<file path="src/hw/rtl/wmp_pkg.sv">
// ----------------------------------------------------------------------------
// wmp_pkg: shared types for the waveform min/max peak block
// Request and response payloads, register indexes and the front-to-back job.
// ----------------------------------------------------------------------------
package wmp_pkg;

   localparam int SAMPLE_W = 16;

   localparam logic [1:0] CSR_COLUMN_COUNT  = 2'd0;
   localparam logic [1:0] CSR_FRAME_TOTAL   = 2'd1;
   localparam logic [1:0] CSR_CHANNEL_COUNT = 2'd2;

   typedef struct packed {
      logic                       last_frame;
      logic signed [SAMPLE_W-1:0] sample_7;
      logic signed [SAMPLE_W-1:0] sample_6;
      logic signed [SAMPLE_W-1:0] sample_5;
      logic signed [SAMPLE_W-1:0] sample_4;
      logic signed [SAMPLE_W-1:0] sample_3;
      logic signed [SAMPLE_W-1:0] sample_2;
      logic signed [SAMPLE_W-1:0] sample_1;
      logic signed [SAMPLE_W-1:0] sample_0;
   } req_type;

   typedef struct packed {
      logic                       last_column;
      logic signed [SAMPLE_W-1:0] column_max;
      logic signed [SAMPLE_W-1:0] column_min;
      logic [5:0]                 column_index;
   } rsp_type;

   typedef struct packed {
      logic                       last_frame;
      logic [5:0]                 column;
      logic signed [SAMPLE_W-1:0] mono;
   } job_type;

endpackage

</file>
<file path="src/hw/rtl/wmp_front.sv">
// ----------------------------------------------------------------------------
// wmp_front: frame classifier
// Averages channels to mono and maps the frame to its column with a
// serial divider, then pushes one job into the queue.
// ----------------------------------------------------------------------------
module wmp_front #(
   parameter int MAX_COLUMNS  = 64,
   parameter int MAX_CHANNELS = 8
) (
   input  logic            clock,
   input  logic            reset,
   input  logic            start,
   output logic            busy,
   input  wmp_pkg::req_type req_data,
   input  logic [6:0]      column_count,
   input  logic [31:0]     frame_total,
   input  logic [3:0]      channel_count,
   input  logic            queue_full,
   output logic            job_valid,
   output wmp_pkg::job_type job_data
);
   import wmp_pkg::*;

   typedef enum logic [3:0] {
      S_IDLE = 4'b0001,
      S_DIV  = 4'b0010,
      S_PUSH = 4'b0100,
      S_WAIT = 4'b1000
   } state_type;

   state_type   state_ff, state_in;
   logic [31:0] fcnt_ff, fcnt_in;
   logic [38:0] num_ff, num_in;
   logic [31:0] rem_ff, rem_in;
   logic [5:0]  bit_ff, bit_in;
   logic [3:0]  chn_ff;
   logic        last_ff;
   logic [6:0]  cols_ff;
   logic [38:0] quo_ff, quo_in;
   logic [19:0] mag_ff, mag_in;
   logic [3:0]  mrem_ff, mrem_in;
   logic [19:0] qmono_ff, qmono_in;
   logic        neg_ff;

   logic [6:0]  cols;
   logic [3:0]  chans;
   logic signed [19:0] sum;
   logic [32:0] trial;
   logic [4:0]  mtrial;
   logic [19:0] mono_mag;
   logic [6:0]  col_q;
   logic [6:0]  col_c;

   always_comb begin
      logic signed [SAMPLE_W-1:0] s [8];
      s[0] = req_data.sample_0; s[1] = req_data.sample_1;
      s[2] = req_data.sample_2; s[3] = req_data.sample_3;
      s[4] = req_data.sample_4; s[5] = req_data.sample_5;
      s[6] = req_data.sample_6; s[7] = req_data.sample_7;
      cols  = (column_count == 7'd0) ? 7'd1 :
              (column_count > 7'(MAX_COLUMNS)) ? 7'(MAX_COLUMNS) : column_count;
      chans = (channel_count == 4'd0) ? 4'd1 :
              (channel_count > 4'(MAX_CHANNELS)) ? 4'(MAX_CHANNELS) : channel_count;
      sum = '0;
      for (int i = 0; i < MAX_CHANNELS; i++) begin
         if (4'(i) < chans) sum = sum + 20'(s[i]);
      end
   end

   assign trial  = {rem_ff, num_ff[38]} - {1'b0, frame_total};
   assign mtrial = {mrem_ff, mag_ff[19]} - {1'b0, chn_ff};

   // The mono average is a shift-subtract division that runs during the
   // last twenty steps of the column division.
   always_comb begin
      state_in = state_ff;
      fcnt_in  = fcnt_ff;
      num_in   = num_ff;
      rem_in   = rem_ff;
      bit_in   = bit_ff;
      quo_in   = quo_ff;
      mag_in   = mag_ff;
      mrem_in  = mrem_ff;
      qmono_in = qmono_ff;
      unique case (state_ff)
         S_IDLE: begin
            if (start) begin
               num_in   = 39'(fcnt_ff) * 39'(cols);
               rem_in   = '0;
               quo_in   = '0;
               bit_in   = 6'd39;
               mag_in   = sum[19] ? 20'(-sum) : 20'(sum);
               mrem_in  = '0;
               qmono_in = '0;
               fcnt_in  = fcnt_ff + 32'd1;
               state_in = S_DIV;
            end
         end
         S_DIV: begin
            if (bit_ff != 6'd0) begin
               if (!trial[32]) begin
                  rem_in = trial[31:0];
                  quo_in = {quo_ff[37:0], 1'b1};
               end else begin
                  rem_in = {rem_ff[30:0], num_ff[38]};
                  quo_in = {quo_ff[37:0], 1'b0};
               end
               num_in = {num_ff[37:0], 1'b0};
               bit_in = bit_ff - 6'd1;
               if (bit_ff <= 6'd20) begin
                  if (!mtrial[4]) begin
                     mrem_in  = mtrial[3:0];
                     qmono_in = {qmono_ff[18:0], 1'b1};
                  end else begin
                     mrem_in  = {mrem_ff[2:0], mag_ff[19]};
                     qmono_in = {qmono_ff[18:0], 1'b0};
                  end
                  mag_in = {mag_ff[18:0], 1'b0};
               end
            end
            if (bit_ff == 6'd0) state_in = S_PUSH;
         end
         S_PUSH: begin
            if (!queue_full) state_in = last_ff ? S_WAIT : S_IDLE;
         end
         S_WAIT: begin
            if (!queue_full) state_in = S_IDLE;
         end
         default: state_in = S_IDLE;
      endcase
      if (state_ff == S_PUSH && !queue_full && last_ff) fcnt_in = '0;
   end

   always_ff @(posedge clock) begin
      if (reset) begin
         state_ff <= S_IDLE;
         fcnt_ff  <= '0;
      end else begin
         state_ff <= state_in;
         fcnt_ff  <= fcnt_in;
      end
      num_ff   <= num_in;
      rem_ff   <= rem_in;
      bit_ff   <= bit_in;
      quo_ff   <= quo_in;
      mag_ff   <= mag_in;
      mrem_ff  <= mrem_in;
      qmono_ff <= qmono_in;
      if (state_ff == S_IDLE && start) begin
         chn_ff  <= chans;
         last_ff <= req_data.last_frame;
         cols_ff <= cols;
         neg_ff  <= sum[19];
      end
   end

   assign col_q = (frame_total == 32'd0) ? 7'd0 :
                  (quo_ff[38:7] != 32'd0) ? 7'h7f : quo_ff[6:0];
   assign col_c = (col_q > cols_ff - 7'd1) ? cols_ff - 7'd1 : col_q;
   assign mono_mag = qmono_ff;

   assign busy      = (state_ff != S_IDLE);
   assign job_valid = (state_ff == S_PUSH) && !queue_full;
   assign job_data.last_frame = last_ff;
   assign job_data.column     = col_c[5:0];
   assign job_data.mono       = neg_ff ? SAMPLE_W'(-mono_mag) : SAMPLE_W'(mono_mag);

   a_push_only_in_push: assert property (@(posedge clock) disable iff (reset)
      job_valid |-> state_ff == S_PUSH) else $error("job pushed outside push state");
   a_busy_after_start: assert property (@(posedge clock) disable iff (reset)
      (start && !busy) |=> busy) else $error("start not taken");
   a_column_in_range: assert property (@(posedge clock) disable iff (reset)
      job_valid |-> 7'(job_data.column) < cols_ff) else $error("column out of range");

endmodule

</file>
<file path="src/hw/rtl/wmp_queue.sv">
// ----------------------------------------------------------------------------
// wmp_queue: job queue
// A short first-in first-out buffer between the classifier and the store.
// ----------------------------------------------------------------------------
module wmp_queue (
   input  logic             clock,
   input  logic             reset,
   input  logic             push,
   input  wmp_pkg::job_type push_data,
   output logic             full,
   input  logic             pop,
   output logic             not_empty,
   output wmp_pkg::job_type pop_data
);
   import wmp_pkg::*;

   job_type    slot_ff [2];
   logic [0:0] wr_ff, rd_ff;
   logic [1:0] cnt_ff;

   always_ff @(posedge clock) begin
      if (reset) begin
         wr_ff  <= '0;
         rd_ff  <= '0;
         cnt_ff <= '0;
      end else begin
         if (push) wr_ff <= wr_ff + 1'b1;
         if (pop)  rd_ff <= rd_ff + 1'b1;
         cnt_ff <= cnt_ff + 2'(push) - 2'(pop);
      end
      if (push) slot_ff[wr_ff] <= push_data;
   end

   assign full      = (cnt_ff == 2'd2);
   assign not_empty = (cnt_ff != 2'd0);
   assign pop_data  = slot_ff[rd_ff];

   a_no_overflow: assert property (@(posedge clock) disable iff (reset)
      push |-> !full || pop) else $error("queue overflow");
   a_no_underflow: assert property (@(posedge clock) disable iff (reset)
      pop |-> not_empty) else $error("queue underflow");
   a_count_step: assert property (@(posedge clock) disable iff (reset)
      (push && !pop) |=> cnt_ff == $past(cnt_ff) + 2'd1) else $error("count slip");

endmodule

</file>
<file path="src/hw/rtl/wmp_back.sv">
// ----------------------------------------------------------------------------
// wmp_back: column store and readout
// Updates the per-column extremes, and on the last frame finds the peak,
// normalizes each column with a serial divider and clears the store.
// ----------------------------------------------------------------------------
module wmp_back #(
   parameter int MAX_COLUMNS = 64
) (
   input  logic             clock,
   input  logic             reset,
   input  logic             job_ready,
   input  wmp_pkg::job_type job_data,
   output logic             job_pop,
   input  logic [6:0]       column_count,
   output logic             rsp_valid,
   output wmp_pkg::rsp_type rsp_data
);
   import wmp_pkg::*;

   localparam int CW = $clog2(MAX_COLUMNS) > 0 ? $clog2(MAX_COLUMNS) : 1;

   typedef enum logic [7:0] {
      S_TAKE = 8'b00000001,
      S_UPD  = 8'b00000010,
      S_PRD  = 8'b00000100,
      S_PEAK = 8'b00001000,
      S_ORD  = 8'b00010000,
      S_OLAT = 8'b00100000,
      S_ODIV = 8'b01000000,
      S_EMIT = 8'b10000000
   } state_type;

   state_type state_ff, state_in;
   logic signed [SAMPLE_W-1:0] min_mem [MAX_COLUMNS];
   logic signed [SAMPLE_W-1:0] max_mem [MAX_COLUMNS];
   logic [MAX_COLUMNS-1:0] valid_ff;
   logic signed [SAMPLE_W-1:0] rmin_ff, rmax_ff;
   logic        rvalid_ff;
   job_type     job_ff;
   logic [CW-1:0] rd_addr, idx_ff;
   logic [6:0]  cols_ff;
   logic [16:0] peak_ff;
   logic [31:0] num_ff [2];
   logic [16:0] rem_ff [2];
   logic [31:0] quo_ff [2];
   logic [5:0]  step_ff;
   logic        negs_ff [2];
   logic [16:0] mags_ff [2];
   logic signed [SAMPLE_W-1:0] cmin, cmax, newmin, newmax, omin, omax;
   logic [6:0]  cols;
   logic        clear_all;
   logic        wr_en;
   logic signed [SAMPLE_W-1:0] out_v [2];

   assign cols = (column_count == 7'd0) ? 7'd1 :
                 (column_count > 7'(MAX_COLUMNS)) ? 7'(MAX_COLUMNS) : column_count;
   assign cmin = rvalid_ff ? rmin_ff : '0;
   assign cmax = rvalid_ff ? rmax_ff : '0;
   assign newmin = (job_ff.mono < cmin) ? job_ff.mono : cmin;
   assign newmax = (job_ff.mono > cmax) ? job_ff.mono : cmax;
   assign rd_addr = (state_ff == S_TAKE) ? job_data.column[CW-1:0] : idx_ff;
   assign wr_en = (state_ff == S_UPD);

   always_ff @(posedge clock) begin
      if (wr_en) begin
         min_mem[job_ff.column[CW-1:0]] <= newmin;
         max_mem[job_ff.column[CW-1:0]] <= newmax;
      end
      rmin_ff   <= min_mem[rd_addr];
      rmax_ff   <= max_mem[rd_addr];
      rvalid_ff <= valid_ff[rd_addr] &&
                   !(wr_en && job_ff.column[CW-1:0] == rd_addr);
   end

   always_comb begin
      state_in = state_ff;
      unique case (state_ff)
         S_TAKE: if (job_ready) state_in = S_UPD;
         S_UPD:  state_in = job_ff.last_frame ? S_PRD : S_TAKE;
         S_PRD:  state_in = S_PEAK;
         S_PEAK: state_in = (7'(idx_ff) == cols_ff - 7'd1) ? S_ORD : S_PRD;
         S_ORD:  state_in = S_OLAT;
         S_OLAT: state_in = S_ODIV;
         S_ODIV: if (peak_ff == 17'd0 || step_ff == 6'd0) state_in = S_EMIT;
         S_EMIT: state_in = (7'(idx_ff) == cols_ff - 7'd1) ? S_TAKE : S_ORD;
         default: state_in = S_TAKE;
      endcase
   end

   assign clear_all = (state_ff == S_EMIT) && (7'(idx_ff) == cols_ff - 7'd1);

   always_ff @(posedge clock) begin
      if (reset) begin
         state_ff <= S_TAKE;
         valid_ff <= '0;
      end else begin
         state_ff <= state_in;
         if (clear_all) valid_ff <= '0;
         else if (wr_en) valid_ff[job_ff.column[CW-1:0]] <= 1'b1;
      end
      if (state_ff == S_TAKE) job_ff <= job_data;
      if (state_ff == S_UPD) begin
         idx_ff  <= '0;
         peak_ff <= '0;
         cols_ff <= cols;
      end
      if (state_ff == S_PEAK) begin
         logic [16:0] a, b, m;
         a = cmin[15] ? 17'(-17'(cmin)) : 17'(cmin);
         b = cmax[15] ? 17'(-17'(cmax)) : 17'(cmax);
         m = (a > b) ? a : b;
         if (m > peak_ff) peak_ff <= m;
         idx_ff <= (7'(idx_ff) == cols_ff - 7'd1) ? '0 : idx_ff + 1'b1;
      end
      if (state_ff == S_OLAT) begin
         negs_ff[0] <= cmin[15];
         negs_ff[1] <= cmax[15];
         mags_ff[0] <= cmin[15] ? 17'(-17'(cmin)) : 17'(cmin);
         mags_ff[1] <= cmax[15] ? 17'(-17'(cmax)) : 17'(cmax);
         num_ff[0]  <= {(cmin[15] ? 17'(-17'(cmin)) : 17'(cmin)), 15'd0};
         num_ff[1]  <= {(cmax[15] ? 17'(-17'(cmax)) : 17'(cmax)), 15'd0};
         rem_ff[0]  <= '0;
         rem_ff[1]  <= '0;
         quo_ff[0]  <= '0;
         quo_ff[1]  <= '0;
         step_ff    <= 6'd32;
      end
      if (state_ff == S_ODIV && step_ff != 6'd0) begin
         for (int k = 0; k < 2; k++) begin
            logic [17:0] t;
            t = {rem_ff[k], num_ff[k][31]} - {1'b0, peak_ff};
            if (!t[17]) begin
               rem_ff[k] <= t[16:0];
               quo_ff[k] <= {quo_ff[k][30:0], 1'b1};
            end else begin
               rem_ff[k] <= {rem_ff[k][15:0], num_ff[k][31]};
               quo_ff[k] <= {quo_ff[k][30:0], 1'b0};
            end
            num_ff[k] <= {num_ff[k][30:0], 1'b0};
         end
         step_ff <= step_ff - 6'd1;
      end
      if (state_ff == S_EMIT) idx_ff <= idx_ff + 1'b1;
   end

   always_comb begin
      for (int k = 0; k < 2; k++) begin
         if (peak_ff == 17'd0) out_v[k] = SAMPLE_W'(negs_ff[k] ? -mags_ff[k] : mags_ff[k]);
         else if (negs_ff[k])
            out_v[k] = (quo_ff[k] > 32'd32768) ? 16'sh8000 : SAMPLE_W'(-quo_ff[k]);
         else out_v[k] = (quo_ff[k] > 32'd32767) ? 16'sh7fff : SAMPLE_W'(quo_ff[k]);
      end
      omin = out_v[0];
      omax = out_v[1];
   end

   assign job_pop   = (state_ff == S_TAKE) && job_ready;
   assign rsp_valid = (state_ff == S_EMIT);
   assign rsp_data.column_index = 6'(idx_ff);
   assign rsp_data.column_min   = omin;
   assign rsp_data.column_max   = omax;
   assign rsp_data.last_column  = (7'(idx_ff) == cols_ff - 7'd1);

   a_emit_then: assert property (@(posedge clock) disable iff (reset)
      rsp_valid && !rsp_data.last_column |=> !rsp_valid) else $error("emit burst");
   a_clear_last: assert property (@(posedge clock) disable iff (reset)
      clear_all |=> valid_ff == '0) else $error("store not cleared");
   a_pop_take: assert property (@(posedge clock) disable iff (reset)
      job_pop |=> state_ff == S_UPD) else $error("pop lost");

endmodule

</file>
<file path="src/hw/rtl/waveform_minmax_peaks.sv">
// ----------------------------------------------------------------------------
// waveform_minmax_peaks: waveform min/max decimation into display columns
// Builds per-column extremes from audio frames and reads them out normalized.
// ----------------------------------------------------------------------------
// A frame is taken when start is high and busy is low. The front part runs
// each frame through its 39-step serial column divider, stalling while the
// queue is full, and hands the job through a two-entry queue to the store,
// which reads and then writes the column for each update. On a last frame the
// store scans all active columns for the peak, then emits one result per
// column after its 32-step normalizing divider; results cannot be held
// off and busy stays high until the readout is done.
module waveform_minmax_peaks #(
   parameter int MAX_COLUMNS  = 64,
   parameter int MAX_CHANNELS = 8
) (
   input  logic             clock,
   input  logic             reset,
   input  logic             start,
   output logic             busy,
   input  wmp_pkg::req_type req_data,
   output logic             rsp_strobe,
   output wmp_pkg::rsp_type rsp_data,
   input  logic             csr_valid,
   output logic             csr_ready,
   input  logic [1:0]       csr_index,
   input  logic [31:0]      csr_data
);
   import wmp_pkg::*;

   logic [6:0]  column_count_ff;
   logic [31:0] frame_total_ff;
   logic [3:0]  channel_count_ff;
   logic        front_busy, q_full, q_push, q_ne, q_pop;
   logic        last_pending_ff;
   job_type     push_data, pop_data;

   assign csr_ready = 1'b1;

   always_ff @(posedge clock) begin
      if (reset) begin
         column_count_ff  <= 7'd64;
         frame_total_ff   <= '0;
         channel_count_ff <= 4'd1;
         last_pending_ff  <= 1'b0;
      end else begin
         if (csr_valid) begin
            unique case (csr_index)
               CSR_COLUMN_COUNT:  column_count_ff  <= csr_data[6:0];
               CSR_FRAME_TOTAL:   frame_total_ff   <= csr_data;
               CSR_CHANNEL_COUNT: channel_count_ff <= csr_data[3:0];
               default: ;
            endcase
         end
         if (q_push && push_data.last_frame) last_pending_ff <= 1'b1;
         else if (rsp_strobe && rsp_data.last_column) last_pending_ff <= 1'b0;
      end
   end

   wmp_front #(.MAX_COLUMNS(MAX_COLUMNS), .MAX_CHANNELS(MAX_CHANNELS)) u_front (
      .clock(clock), .reset(reset), .start(start && !busy), .busy(front_busy),
      .req_data(req_data), .column_count(column_count_ff),
      .frame_total(frame_total_ff), .channel_count(channel_count_ff),
      .queue_full(q_full), .job_valid(q_push), .job_data(push_data));

   wmp_queue u_queue (
      .clock(clock), .reset(reset), .push(q_push), .push_data(push_data),
      .full(q_full), .pop(q_pop), .not_empty(q_ne), .pop_data(pop_data));

   wmp_back #(.MAX_COLUMNS(MAX_COLUMNS)) u_back (
      .clock(clock), .reset(reset), .job_ready(q_ne), .job_data(pop_data),
      .job_pop(q_pop), .column_count(column_count_ff),
      .rsp_valid(rsp_strobe), .rsp_data(rsp_data));

   assign busy = front_busy || last_pending_ff;

endmodule
</file>
<file path="config.mk">
export PLATFORM = sky130hd
export DESIGN_NAME = waveform_minmax_peaks
export DESIGN_NICKNAME = d
export VERILOG_FILES = /design/src/hw/rtl/wmp_pkg.sv /design/src/hw/rtl/wmp_front.sv /design/src/hw/rtl/wmp_queue.sv /design/src/hw/rtl/wmp_back.sv /design/src/hw/rtl/waveform_minmax_peaks.sv
export SDC_FILE = /design/constraint.sdc
export NUM_CORES = 2
export LEC_CHECK = 0
export ABC_AREA = 1
export BUFFER_PORTS_ARGS = -buffer_cell sky130_fd_sc_hd__buf_2
export CAP_MARGIN = 30
export CELL_PAD_IN_SITES_DETAIL_PLACEMENT = 1
export CELL_PAD_IN_SITES_GLOBAL_PLACEMENT = 1
export CORE_MARGIN = 4
export CORE_UTILIZATION = 51
export CTS_BUF_LIST = sky130_fd_sc_hd__clkbuf_16
export DETAILED_ROUTE_END_ITERATION = 10
export PLACE_DENSITY = 0.86
export SLEW_MARGIN = 15
export SYNTH_ARGS = -nofsm -noshare
export SYNTH_HDL_FRONTEND = slang
export SYNTH_SLANG_ARGS = --single-unit
export TNS_END_PERCENT = 20
</file>
<file path="constraint.sdc">
create_clock -name clock -period 15.6 [get_ports clock]
set_input_delay 3.12 -clock clock [delete_from_list [all_inputs] [get_ports clock]]
set_output_delay 3.12 -clock clock [all_outputs]
set_load 0.02 [all_outputs]
</file>
### Yosys cells after proc, flatten, opt, wreduce, memory -nomap -nowiden

Memories as Yosys holds them, arrays and structs flattened. A register that Yosys moved wholly into a read port is not among the register bits.
Cells that the tools add are included.

| word-level totals | value |
|---|---|
| logic and storage cells | 290 |
| bits in latches | 0 |
| bits in writable memories | 2290 |
| input port bits | 167 |
| register bits | 385 |
| memory bits (read-only) | 0 |
| memories | 8 |
| output and inout bits | 42 |

| cells by class | value |
|---|---|
| eq/ne operators | 26 |
| muxes and demuxes | 122 |
| reductions and logical operators | 40 |
| shift-type cells | 0 |
| multipliers | 1 |
| add/sub/neg operators | 29 |
| div/mod/pow operators | 0 |
| order comparisons | 23 |
| bitwise operators | 11 |

Memories:

| memory | depth | bits a word | rd ports | clocked after memory_dff | write ports | RTL line | RTL |
|---|---|---|---|---|---|---|---|
| u_back.max_mem | 64 | 16 | 1 | 1 | 1 | wmp_back.sv:35 | `logic signed [SAMPLE_W-1:0] max_mem [MAX_COLUMNS];` |
| u_back.min_mem | 64 | 16 | 1 | 1 | 1 | wmp_back.sv:34 | `logic signed [SAMPLE_W-1:0] min_mem [MAX_COLUMNS];` |
| u_back.quo_ff | 2 | 32 | 2 | 0 | 2 | wmp_back.sv:45 | `logic [31:0] quo_ff [2];` |
| u_back.num_ff | 2 | 31 | 2 | 0 | 2 | wmp_back.sv:43 | `logic [31:0] num_ff [2];` |
| u_queue.slot_ff | 2 | 23 | 1 | 1 | 1 | wmp_queue.sv:17 | `job_type slot_ff [2];` |
| u_back.mags_ff | 2 | 17 | 2 | 0 | 2 | wmp_back.sv:48 | `logic [16:0] mags_ff [2];` |
| +2 memories | n/a | n/a | n/a | n/a | n/a | n/a |  |

Operators with widths:

| cell | number |
|---|---|
| 2-to-1 mux 16 bit | 18 |
| 2-to-1 mux 20 bit | 12 |
| 2-to-1 mux 32 bit | 7 |
| 2-to-1 mux 17 bit | 10 |
| 2-to-1 mux 39 bit | 4 |
| case mux 39 bit (2 select lines) | 2 |
| adder 20 x 16 -> 20 bit | 7 |
| negator 16 bit | 5 |
| greater-than comparator 32 x 15 -> 1 bit, second input constant | 2 |
| greater-than comparator 32 x 16 -> 1 bit, second input constant | 2 |
| OR 64 bit | 1 |
| case mux 32 bit (2 select lines) | 1 |
| case mux 8 bit (8 select lines) | 1 |
| 2-to-1 mux 31 bit | 2 |
| 2-to-1 mux 6 bit | 10 |
| 2-to-1 mux 4 bit | 11 |
| case mux 20 bit (2 select lines) | 1 |
| multiplier 32 x 7 -> 39 bit | 1 |
| subtractor 18 x 17 -> 18 bit | 2 |
| greater-than comparator 17 bit | 2 |
| negator 16 -> 17 bit | 2 |
| subtractor 33 x 32 -> 33 bit | 1 |
| adder 32 x 1 -> 32 bit, second input constant | 1 |
| zero test 32 bit | 1 |
| other kinds (66) | 146 |

### Depth between registers and ports, before layout

| depth | value |
|---|---|
| depth after elaboration | 23 |
| gate-level depth with buffers | 80 |
| mapped depth without buffers | 78 |

### Cells and area by module

From an unflattened synthesis, not the netlist that was laid out.

| unflattened totals | value |
|---|---|
| cell total of the unflattened synthesis | 13456 |
| area, all modules | 131896.5 um2 |

Modules (own cells, without submodules):

| module | times used | cells an instance | sequential area each (um2) | area an instance (um2) |
|---|---|---|---|---|
| wmp_back | 1 | 9224 | 70177.3 | 101302.2 |
| wmp_front | 1 | 3846 | 5795.6 | 26865.8 |
| wmp_queue | 1 | 102 | 1481.4 | 1886.8 |
| waveform_minmax_peaks | 1 | 284 | 880.8 | 1841.8 |

### Least setup slack after synthesis

No wires, ideal clock.

| timing path | value |
|---|---|
| path type | input-to-reg |
| start | input port req_data[0] (netlist bit) |
| end | register u_front.mag_ff[17] (data pin) |
| setup slack | 3.528 ns |
| data required time | 15.341 ns |
| cell stages on the path | 66 |
| path buffers | 2 |
| data arrival time | 11.813 ns |
| library setup time | 0.259 ns |
| cells stage by stage | clkbuf_1 ha_1 inv_1 fa_1 inv_1 nand3_1 nand2_1 nand2_1 nand3_1 nand2_1 ha_1 a21oi_1 o21ai_0 a21oi_1 xor2_1 or2_2 nand2_1 ha_1 (+30 left out) nand2_1 ha_1 nand2_1 nor2_1 nand2_1 o211ai_1 o21ai_0 nor2_1 inv_1 nand2_1 nand2_1 nand2_1 nand2_4 buf_6 o21ai_1 nand2_1 nand3_1 nand3_1 |

| between the ends | value |
|---|---|
| elaborated cells on any way between the ends | 19 |
| those cells by class | add/sub: 8; mux: 11 |

RTL lines:

| element | RTL line | RTL |
|---|---|---|
| start, declared | waveform_minmax_peaks.sv:20 | `input wmp_pkg::req_type req_data,` |
| 2-to-1 mux 20 bit * | wmp_front.sv:66 | `if (4'(i) < chans) sum = sum + 20'(s[i]);` |
| adder 20 x 16 -> 20 bit | wmp_front.sv:66 |  |
| 2-to-1 mux 20 bit * | wmp_front.sv:66 |  |
| adder 20 x 16 -> 20 bit | wmp_front.sv:66 |  |
| 2-to-1 mux 20 bit * | wmp_front.sv:66 |  |
| adder 20 x 16 -> 20 bit | wmp_front.sv:66 |  |
| 2-to-1 mux 20 bit * | wmp_front.sv:66 |  |
| adder 20 x 16 -> 20 bit | wmp_front.sv:66 |  |
| (+4 left out) | n/a |  |
| 2-to-1 mux 20 bit * | wmp_front.sv:66 |  |
| adder 20 x 16 -> 20 bit | wmp_front.sv:66 |  |
| 2-to-1 mux 20 bit * | wmp_front.sv:66 |  |
| via u_front.sum[19] | wmp_front.sv:47 | `logic signed [19:0] sum;` |
| 2-to-1 mux 20 bit * | wmp_front.sv:92 | `mag_in = sum[19] ? 20'(-sum) : 20'(sum);` |
| 2-to-1 mux 20 bit * | wmp_front.sv:87 | `if (start) begin` |
| case mux 20 bit (2 select lines) * | wmp_front.sv:85 | `unique case (state_ff)` |
| via u_front.mag_in[17] | wmp_front.sv:40 | `logic [19:0] mag_ff, mag_in;` |
| end signal, assigned | wmp_front.sv:146 | `mag_ff <= mag_in;` |
| end, declared | wmp_front.sv:40 |  |

Mark *: on every way through the listed nets, which the timed path passes. The rest lies on a longest branch. The select of a mux whose other input is x is not followed.
A chain may end at the register's enable or synchronous reset.

### Worst setup path in the final report

| timing path | value |
|---|---|
| start | input port req_data[0] (netlist bit) |
| end | register u_front.mag_ff[5] (data pin) |

| between the ends | value |
|---|---|
| word-level cells in the longest chain between the ends | 19 |

RTL lines:

| element | RTL line |
|---|---|
| 2-to-1 mux 20 bit * | wmp_front.sv:66 |
| adder 20 x 16 -> 20 bit | wmp_front.sv:66 |
| 2-to-1 mux 20 bit * | wmp_front.sv:66 |
| adder 20 x 16 -> 20 bit | wmp_front.sv:66 |
| 2-to-1 mux 20 bit * | wmp_front.sv:66 |
| adder 20 x 16 -> 20 bit | wmp_front.sv:66 |
| 2-to-1 mux 20 bit * | wmp_front.sv:66 |
| adder 20 x 16 -> 20 bit | wmp_front.sv:66 |
| (+4 left out) | n/a |
| 2-to-1 mux 20 bit * | wmp_front.sv:66 |
| adder 20 x 16 -> 20 bit | wmp_front.sv:66 |
| 2-to-1 mux 20 bit * | wmp_front.sv:66 |
| negator 20 bit | wmp_front.sv:92 |
| 2-to-1 mux 20 bit * | wmp_front.sv:92 |
| 2-to-1 mux 20 bit * | wmp_front.sv:87 |
| case mux 20 bit (2 select lines) * | wmp_front.sv:85 |
| via u_front.mag_in[5] | wmp_front.sv:40 |

Marks and branches as above.

==> impl_metrics.tcl <==
set metrics [dict create \
    switching_share 0.464 \
    wl_met3_um 45800 \
    place_area_sq_mm 0.133 \
    arrival_ns 13.85 \
    grt-ovfl-total 0 \
    cts_setup_buffers 0 \
    power_frac_seq 0.335 \
    cts_tree "built" \
    ys_seq_area_frac 0.612 \
    worst-r2r-cell-count 66 \
    async_flop_share 0 \
    vdd_drop_max_uv 441 \
    final.setup.tns_ns 0 \
    slowest_delay_ns 0.42 \
    min_to "u_back.valid_ff[22]" \
    synth_cell_types 72 \
    critPathBufInv 9 \
    final-hold-violation-count 0 \
    dr.pass1.iters 8 \
    cpMaxStageDelayCell "fa_1" \
    h-tree-depth 5 \
    min-delay-start "u_back.valid_ff[22]" \
    track_usage 0.347 \
    comb_power_share 0.473 \
    ios 209 \
    place_congestion 0.906 \
    setup_viol 0 \
    hold_depth 2 \
    synthCells 12157 \
    tightest_slew_ns 1.16 \
    dieHeight_um 509 \
    worstPathMaxFanout 19 \
    wl_met2_um 221000 \
    synth_edf_count 2470 \
    hold_buffers 0 \
    cts_root_buffer "clkbuf_16" \
    wl_met1_um 162000 \
    cts_buffer_depth 4 \
    synth_seq_cells 2678 \
    grt_pass1_wl_um 678000 \
    core_area_sq_mm 0.249 \
    post-route-min-period_ns 13.18 \
    rsz0062_at_grt "no" \
    final_layout_size_suffix_gt1_frac 0.0866 \
    hp-class "register to register" \
    crit_path_end_kind "register" \
    syn_to_final_growth_pct 11.3 \
    antenna_found_initial 21 \
    p_leak_uw 0.0524 \
    routed-via-count 102982 \
    grt_start_max_net_pins 194 \
    p_per_area_mw_per_mm2 247 \
    fin_util 0.572 \
    synth_flop_cell "edfxtp_1" \
    slew_headroom 0.217 \
    critPathKind "primary input to register" \
    synth_top_area_cell "edfxtp_1" \
    rows 183 \
    p_switching_uw 16300 \
    routed_wl_um 461000 \
    clock_power_share 0.193 \
    netlist.area_leader.share 0.579 \
    cts_buffers 293 \
    route.detailed.vias_per_inst 6.54 \
    ctsResizeCount 0 \
    synth_common_cells "2470 x edfxtp_1, 1984 x nor2_1, 1683 x o21ai_0" \
    r2r_slack_ns 3.97 \
    top_layer_used "met5" \
    avgRoutedWirePerCell_um 29.3 \
    reg2reg_from "channel_count_ff[3]" \
    rr_endpoint "u_front.mag_ff[5]" \
    ys_warn_count 0 \
    critPathLaunchType "primary input" \
    max_freq_ghz 0.0759 \
    crit_top_cell "nand2_1" \
    skew_ns 0.0887 \
    status "complete, no violations" \
    fin_crit_sh 0.845 \
    fp.dieW_um 509 \
    crit_required_ns 16.27 \
    final_area_sq_mm 0.143 \
    maxSlewViolCount 0 \
    clkLatencyLatePin_ns 1.00 \
    grt_pass1_vias 108261 \
    hold_slack_ns 0.477 \
    drc 0 \
    yosysMostFrequentCell "edfxtp_1" \
    p_int_uw 18900 \
    dp.final_hpwl_um 262000 \
    cap_violations 0 \
    antenna_left 0 \
    cts_sinks 2678 \
    yosys-top-cells-area "edfxtp_1 58%, o21ai_0 6.6%, nor2_1 5.8%" \
    synthesis.area_sq_mm 0.128 \
    avgSynthCellArea_sq_um 10.5 \
    nets 12890 \
    port_buffers 207 \
    crit_family "compound AO/OA/AOI/OAI gates" \
    initial_utilization 0.514 \
    die-area_sq_mm 0.259 \
    drt_iter0_markers 14011 \
    clkSlewWorstSetupHoldPaths_ns 0.05 \
]
==> power groups by stage <==
stage / registers, uW / logic, uW / clock network [uW]
3_3_place_gp: 11900 / 14100 / 0
5_1_grt: 11800 / 17500 / 7120
4_1_cts: 11800 / 15900 / 6770
2_1_floorplan: 12200 / 8630 / 0
3_5_place_dp: 11900 / 15300 / 0
6_report: 11800 / 16600 / 6780
==> through the flow <==
| step | instances | total power, uW | setup slack [ns] |
|---|---|---|---|
| after CTS | 15735 | 34400 | 2.41 |
| after global placement | 15226 | 26000 | 1.57 |
| after floorplan | 12159 | 20800 | 3.53 |
| final | 15758 | 35200 | 2.42 |
| after global routing | 15751 | 36400 | 1.12 |
| after detailed placement | 15231 | 27200 | 1.46 |
==> state kept, by name, indices dropped and copies added, names as in the netlist, 20 cells and up, named ones only <==
name,cells
frame_total_ff,32
u_back.job_ff,23
u_back.mags_ff,32
u_back.max_mem,1024
u_back.min_mem,1024
u_back.num_ff,34
u_back.quo_ff,64
u_back.rem_ff,34
u_back.valid_ff,64
u_front.fcnt_ff,32
u_front.mag_ff,20
u_front.num_ff,39
u_front.quo_ff,39
u_front.rem_ff,32
u_queue.slot_ff,46
==> worst register-to-register path: cells and delay by family (launching register included) <==
family                     cells  cell delay (ns)
DFF                            1             0.30
adders and majority gates      7             2.38
xor gates and xnor gates       3             0.52
AOI/OAI and AO/OA             18             3.39
buffers and inverters         10             1.51
and+or+nand+nor               28             3.27
==> layout by cell type, fill, tap and decap left out, types with 22 or more instances in the layout <==
master and n:
edfxtp_1 2470, nor2_1 1918, o21ai_0 1665, nand2_1 1373, inv_1 921, o22ai_1 525
a21oi_1 426, nand3_1 423, ha_1 353, clkbuf_16 302, buf_2 210, dfxtp_1 208
buf_4 167, fa_1 160, o221ai_1 135, xor2_1 116, nor3_1 95, nor2_4 70
xnor2_1 69, clkinv_1 68, nand4_1 66, or2_2 55, nor4_1 48, o21ai_1 34
o211ai_1 32, clkinv_2 30, o31ai_1 29, a31oi_1 26, inv_2 25, and2_1 25
a21o_1 24, o21ai_4 24, a211oi_1 22
==> how the worst max path moves through the flow <==
stage                     start            endpoint  cells past startpoint
finish              req_data[0]   u_front.mag_ff[5]                     67
global route        req_data[0]   u_front.mag_ff[5]                     67
CTS                 req_data[0]   u_front.mag_ff[5]                     67
detailed placement  req_data[0]   u_front.mag_ff[5]                     67
global placement    req_data[0]   u_front.mag_ff[5]                     67
floorplan           req_data[0]  u_front.mag_ff[17]                     66
==> final cells by class <==
| cell class | count | area (sq um) |
|---|---|---|
| clock buffers | 302 | 7560 |
| inverters | 889 | 3370 |
| flip-flops and latches | 2678 | 78300 |
| fillers | 26277 | 107000 |
| clock inverters | 202 | 1440 |
| repair buffers | 409 | 2870 |
| well taps | 3330 | 4170 |
| diodes | 9 | 22.5 |
| multi-input cells | 7939 | 44800 |
==> cells by family after synthesis <==
logic type,synth area share
fa+ha+maj,0.0595
other cells,0.0000587
mux,0.00189
flops,0.612
simple gates,0.134
compound gates,0.134
xor+xnor,0.0127
buf+inv,0.0463
==> per-layer routing <==
metal | vias up | global-route usage
met2 | 6882 | 0.574
met1 | 51123 | 0.413
met5 | - | 0.00389
met4 | 10 | 0.214
met3 | 1789 | 0.0757
li1 | 43178 | -
No activity file was read; power rests on OpenSTA's default activity.
